--- config.mk ---
export PLATFORM = sky130hd
export DESIGN_NAME = rau_ctrl
export DESIGN_NICKNAME = d
export VERILOG_FILES = /design/src/rau_pkg.sv /design/src/rau_ctrl.sv
export SDC_FILE = /design/constraint.sdc
export NUM_CORES = 1
export LEC_CHECK = 0
export CAP_MARGIN = 10
export CORE_AREA = 2 2 39 41
export CTS_BUF_LIST = sky130_fd_sc_hd__clkbuf_8
export DETAILED_ROUTE_END_ITERATION = 6
export DIE_AREA = 0 0 41 43
export DONT_BUFFER_PORTS = 1
export GPL_ROUTABILITY_DRIVEN = 0
export GPL_TIMING_DRIVEN = 0
export PLACE_DENSITY = 0.64
export SLEW_MARGIN = 30
export SYNTH_ARGS = -nofsm -noshare
export SYNTH_HDL_FRONTEND = slang
export SYNTH_SLANG_ARGS = --single-unit
--- constraint.sdc ---
create_clock -name aclk -period 3.5 [get_ports aclk]
set_clock_uncertainty 0.05 [all_clocks]
set_input_delay 0.7 -clock aclk [delete_from_list [all_inputs] [get_ports aclk]]
set_output_delay 0.7 -clock aclk [all_outputs]
set_load 0.01 [all_outputs]
--- src/rau_pkg.sv ---
// ----------------------------------------------------------------------------
// rau_pkg
// Shared codes and controller/datapath interface types for the rational
// arithmetic unit.
// ----------------------------------------------------------------------------
package rau_pkg;

    // Default result range in bits
    localparam int DATA_WIDTH_DEF = 32;

    // Operation codes
    localparam logic [2:0] OP_ADD  = 3'd0;
    localparam logic [2:0] OP_SUB  = 3'd1;
    localparam logic [2:0] OP_MUL  = 3'd2;
    localparam logic [2:0] OP_DIV  = 3'd3;
    localparam logic [2:0] OP_NEG  = 3'd4;
    localparam logic [2:0] OP_INC  = 3'd5;
    localparam logic [2:0] OP_CMP  = 3'd6;
    localparam logic [2:0] OP_NORM = 3'd7;

    // Status codes
    localparam logic [1:0] STAT_OK       = 2'd0;
    localparam logic [1:0] STAT_ZERO_DEN = 2'd1;
    localparam logic [1:0] STAT_OVF      = 2'd2;

    // Compare codes
    localparam logic [1:0] CMP_LT = 2'd0;
    localparam logic [1:0] CMP_EQ = 2'd1;
    localparam logic [1:0] CMP_GT = 2'd2;

    // Controller to datapath commands
    typedef struct packed {
        logic load;
        logic mul_en;
        logic comb_en;
        logic gcd_en;
        logic div_init;
        logic div_en;
        logic fin_en;
    } rau_cmd_t;

    // Datapath to controller status
    typedef struct packed {
        logic err;
        logic is_cmp;
        logic num_zero;
        logic mul_last;
        logic gcd_done;
        logic div_done;
    } rau_stat_t;

endpackage

--- src/rau_ctrl.sv ---
// ----------------------------------------------------------------------------
// rau_ctrl
// Sequencer for the rational arithmetic unit: load, multiply, combine,
// GCD reduction, exact division, result formation and output handshake.
// ----------------------------------------------------------------------------
module rau_ctrl (
    input  logic               aclk,
    input  logic               aresetn,
    input  logic               s_tvalid,
    output logic               s_tready,
    output logic               m_tvalid,
    input  logic               m_tready,
    output rau_pkg::rau_cmd_t  cmd,
    input  rau_pkg::rau_stat_t stat
);

    typedef enum logic [6:0] {
        ST_IDLE = 7'b0000001,
        ST_MUL  = 7'b0000010,
        ST_COMB = 7'b0000100,
        ST_GCD  = 7'b0001000,
        ST_DIV  = 7'b0010000,
        ST_FIN  = 7'b0100000,
        ST_OUT  = 7'b1000000
    } state_t;

    state_t state_reg, state_next;

    // Advance state
    always_ff @(posedge aclk) begin
        if (!aresetn) begin
            state_reg <= ST_IDLE;
        end else begin
            state_reg <= state_next;
        end
    end

    // Next state and commands
    always_comb begin
        state_next = state_reg;
        cmd        = '0;
        unique case (state_reg)
            ST_IDLE: begin
                if (s_tvalid) begin
                    cmd.load   = 1'b1;
                    state_next = ST_MUL;
                end
            end
            ST_MUL: begin
                if (stat.err) begin
                    state_next = ST_FIN;
                end else begin
                    cmd.mul_en = 1'b1;
                    if (stat.mul_last) begin
                        state_next = ST_COMB;
                    end
                end
            end
            ST_COMB: begin
                cmd.comb_en = 1'b1;
                state_next  = ST_GCD;
            end
            ST_GCD: begin
                if (stat.is_cmp || stat.num_zero) begin
                    state_next = ST_FIN;
                end else if (stat.gcd_done) begin
                    cmd.div_init = 1'b1;
                    state_next   = ST_DIV;
                end else begin
                    cmd.gcd_en = 1'b1;
                end
            end
            ST_DIV: begin
                cmd.div_en = 1'b1;
                if (stat.div_done) begin
                    state_next = ST_FIN;
                end
            end
            ST_FIN: begin
                cmd.fin_en = 1'b1;
                state_next = ST_OUT;
            end
            ST_OUT: begin
                if (m_tready) begin
                    state_next = ST_IDLE;
                end
            end
            default: begin
                state_next = ST_IDLE;
            end
        endcase
    end

    assign s_tready = (state_reg == ST_IDLE);
    assign m_tvalid = (state_reg == ST_OUT);

`ifndef SYNTH
    // Hold a result that is not taken
    a_out_hold: assert property (@(posedge aclk) disable iff (!aresetn)
        (m_tvalid && !m_tready) |=> m_tvalid)
        else $error("result dropped while stalled");

    // A result appears only after it was formed
    a_out_after_fin: assert property (@(posedge aclk) disable iff (!aresetn)
        $rose(m_tvalid) |-> $past(state_reg == ST_FIN))
        else $error("result shown without formation");

    // An error request skips the arithmetic
    a_err_skip: assert property (@(posedge aclk) disable iff (!aresetn)
        (state_reg == ST_MUL && stat.err) |=> (state_reg == ST_FIN))
        else $error("error request not short-cut");

    // No request taken while busy
    a_no_load_busy: assert property (@(posedge aclk) disable iff (!aresetn)
        cmd.load |=> !s_tready)
        else $error("request taken while busy");
`endif

endmodule

==> reports/metrics.yaml <==
outcome:
  status: "finished, final reports clean"
synthesis:
  ys_warn_count: 0
  synth_top_cell_by_area: "dfxtp_1"
  synth_cell_types: 31
  yosysTopAreaCellShare_pct: 27.4
  syn_nets: 67
  netlist_area_um2: 512
  async_reset_ff_share_pct: 0
  synth_edf_count: 0
  synth_most_common_cell: "dfxtp_1"
  synth.ff_latch_count: 7
  synth_area_leaders: "dfxtp_1 27%, nor4b_4 4.6%, nor4_4 4.2%"
  syn_avg_cell_area_um2: 8.98
  synthCells: 57
  ys_seq_area_share_pct: 27.4
  synth_common_cells: "7 x dfxtp_1, 4 x nand2_1, 4 x nor2_1"
  synth_flop_cell: "dfxtp_1"
worst_setup_path:
  cp_cell_sequence: "or3_4 > or3_2 > nor3b_1"
  worstPathMaxFanout: 7
  end_kind: "output port"
  startpoint_type: "flip-flop"
  cp_slowest_cell: "nor3b_1"
  cpPeakStageDelay_ns: 0.47
  worstPathRequired_ns: 2.75
  critical_path_class: "flip-flop to output port"
  worstPathArrival_ns: 1.97
floorplan:
  die_w_um: 41
  initial_core_util_pct: 37.0
  die-area_mm2: 0.00176
  core_area_mm2: 0.00138
  io_pins: 19
  die_h_um: 43
  rows: 14
pwr:
  p_leak_nw: 0.230
  peakVddDrop_uv: 355
  power.density_mw_per_mm2: 697
sta:
  rsz0062_at_grt: "false"
  whs_ns: 0.510
  fmax_mhz: 368
  setup_slack_ns: 0.783
  tns_ns: 0
  finalSetupViolations: 0
  period_minus_slack_ns: 2.72
  hold_viol: 0
  relSlewSlack_pct: 48.9
  fin_crit_sh_pct: 77.6
  worst_pin_slew_ns: 0.756
  maxSlewViolCount: 0
final_layout:
  antenna_cells: 0
  fillCellCount: 149
  fin_cells: 77
  regArea_um2: 140
  multi_input_area_um2: 355
  largest_reg_flops: 7
  syn_to_final_growth_pct: 12.7
  drive_gt1_share_pct: 19.7
  nets: 72
  final_core_util_pct: 41.7
global_routing:
  grt_pass1_vias: 425
  overflow: 0
  met1_usage_pct: 18.2
  grt_pass1_wl_um: 1790
  grt.total_usage_pct: 15.3
  antenna_found_initial: 0
  grt_use_met2_pct: 22.5
  gr-usage-met3_pct: 6.28
  grt_max_degree: 10
  grt-busiest-layer: "met2"
cts:
  numCtsBuffers: 3
  cts_num_sinks: 7
  root_buffer: "clkbuf_8"
  cts.reportedPaths.clkPinSlew_ns: 0.04
  ctsResizeCount: 0
  post_cts_buffers: 0
  clock_latency_ns: 0.23
  tritoncts: "done"
  htree_levels: 1
  hold_buffers: 0
  clockBufferDepth: 2
place:
  pre_cts_ws_ns: 1.01
  place_inst: 73
  portBuffers: 0
  dp.final_hpwl_um: 879
drt:
  viasPerCell: 5.84
  ant_nets: 0
  vias: 450
  wl_per_cell_um: 14.6
  route.detailed.drc: 0
  wl_um: 1120
  drt_iter0_markers: 4
  drt_pass1_iterations: 4
worst_hold_path:
  hold_class: "primary input to flip-flop"
job:
  drv_cap: 0
==> per-stage QoR <==
step                total power [mW]  cell area [um^2]
detailed placement             0.295               532
finish                         0.402               577
global route                   0.434               577
global placement               0.291               532
floorplan                      0.265               512
CTS                            0.406               577
==> critical path: cells and delay by family (launching register included) <==
family	cells	cell delay (ns)
AND/OR/NAND/NOR	3	1.35
flip-flops	1	0.39
==> cells by family after synthesis <==
logic type,after synthesis,share of synthesized area [%]
AND/OR/NAND/NOR,31,46.5
AO/OA/AOI/OAI,13,19.1
flip-flops,7,27.4
buffers and inverters,4,3.18
XOR/XNOR,1,1.71
multiplexers,1,2.20
==> final timing paths <==
path	from	endpoint	slack, ns	cells past startpoint
max reg2reg	state_reg[6]$_SDFFE_PN0P_	state_reg[4]$_SDFFE_PN0P_	1.40	5
min reg2reg	state_reg[4]$_SDFFE_PN0P_	state_reg[4]$_SDFFE_PN0P_	0.65	2
max	state_reg[5]$_SDFFE_PN0P_	cmd[1]	0.78	3
min	aresetn	state_reg[0]$_SDFFE_PN1P_	0.51	1
==> report_power, final <==
group          internal [mW]  switching [mW]  leakage (nW)
sequential            0.0948          0.0224        0.0570
clock                 0.0759          0.0360        0.0269
combinational         0.0858          0.0870         0.146
==> cell type report <==
class	count	share of cell area, %
multi-input combinational	46	61.6
clock inverter	1	0.651
tap	16	3.47
sequential	7	24.3
clock buffer	3	7.16
inverter	3	1.95
buffer	1	0.868
==> cell usage in the layout (no fill, tap or decap), drive strengths merged <==
cell type / n
and2: 1
and4bb: 1
a211oi: 2
nand2b: 3
mux2: 1
and3: 1
a2111oi: 1
xor2: 1
a21oi: 1
o21ai: 2
a21boi: 2
nor4: 1
o21a: 2
inv: 4
o211ai: 1
and4: 1
o221a: 1
nor4b: 3
nand2: 4
o221ai: 1
or3: 3
nor3: 3
nand3b: 1
or4: 1
buf: 1
clkbuf: 3
nor2: 4
nor3b: 2
dfxtp: 7
or3b: 2
==> per-layer routing <==
metal  share of wire (%)  vias up
li1                    -      226
met5                   0        -
met2                  47       16
met3                 6.4        2
met1                  45      206
met4                 1.5        0
Note: power is estimated with default switching activity, not from simulation.
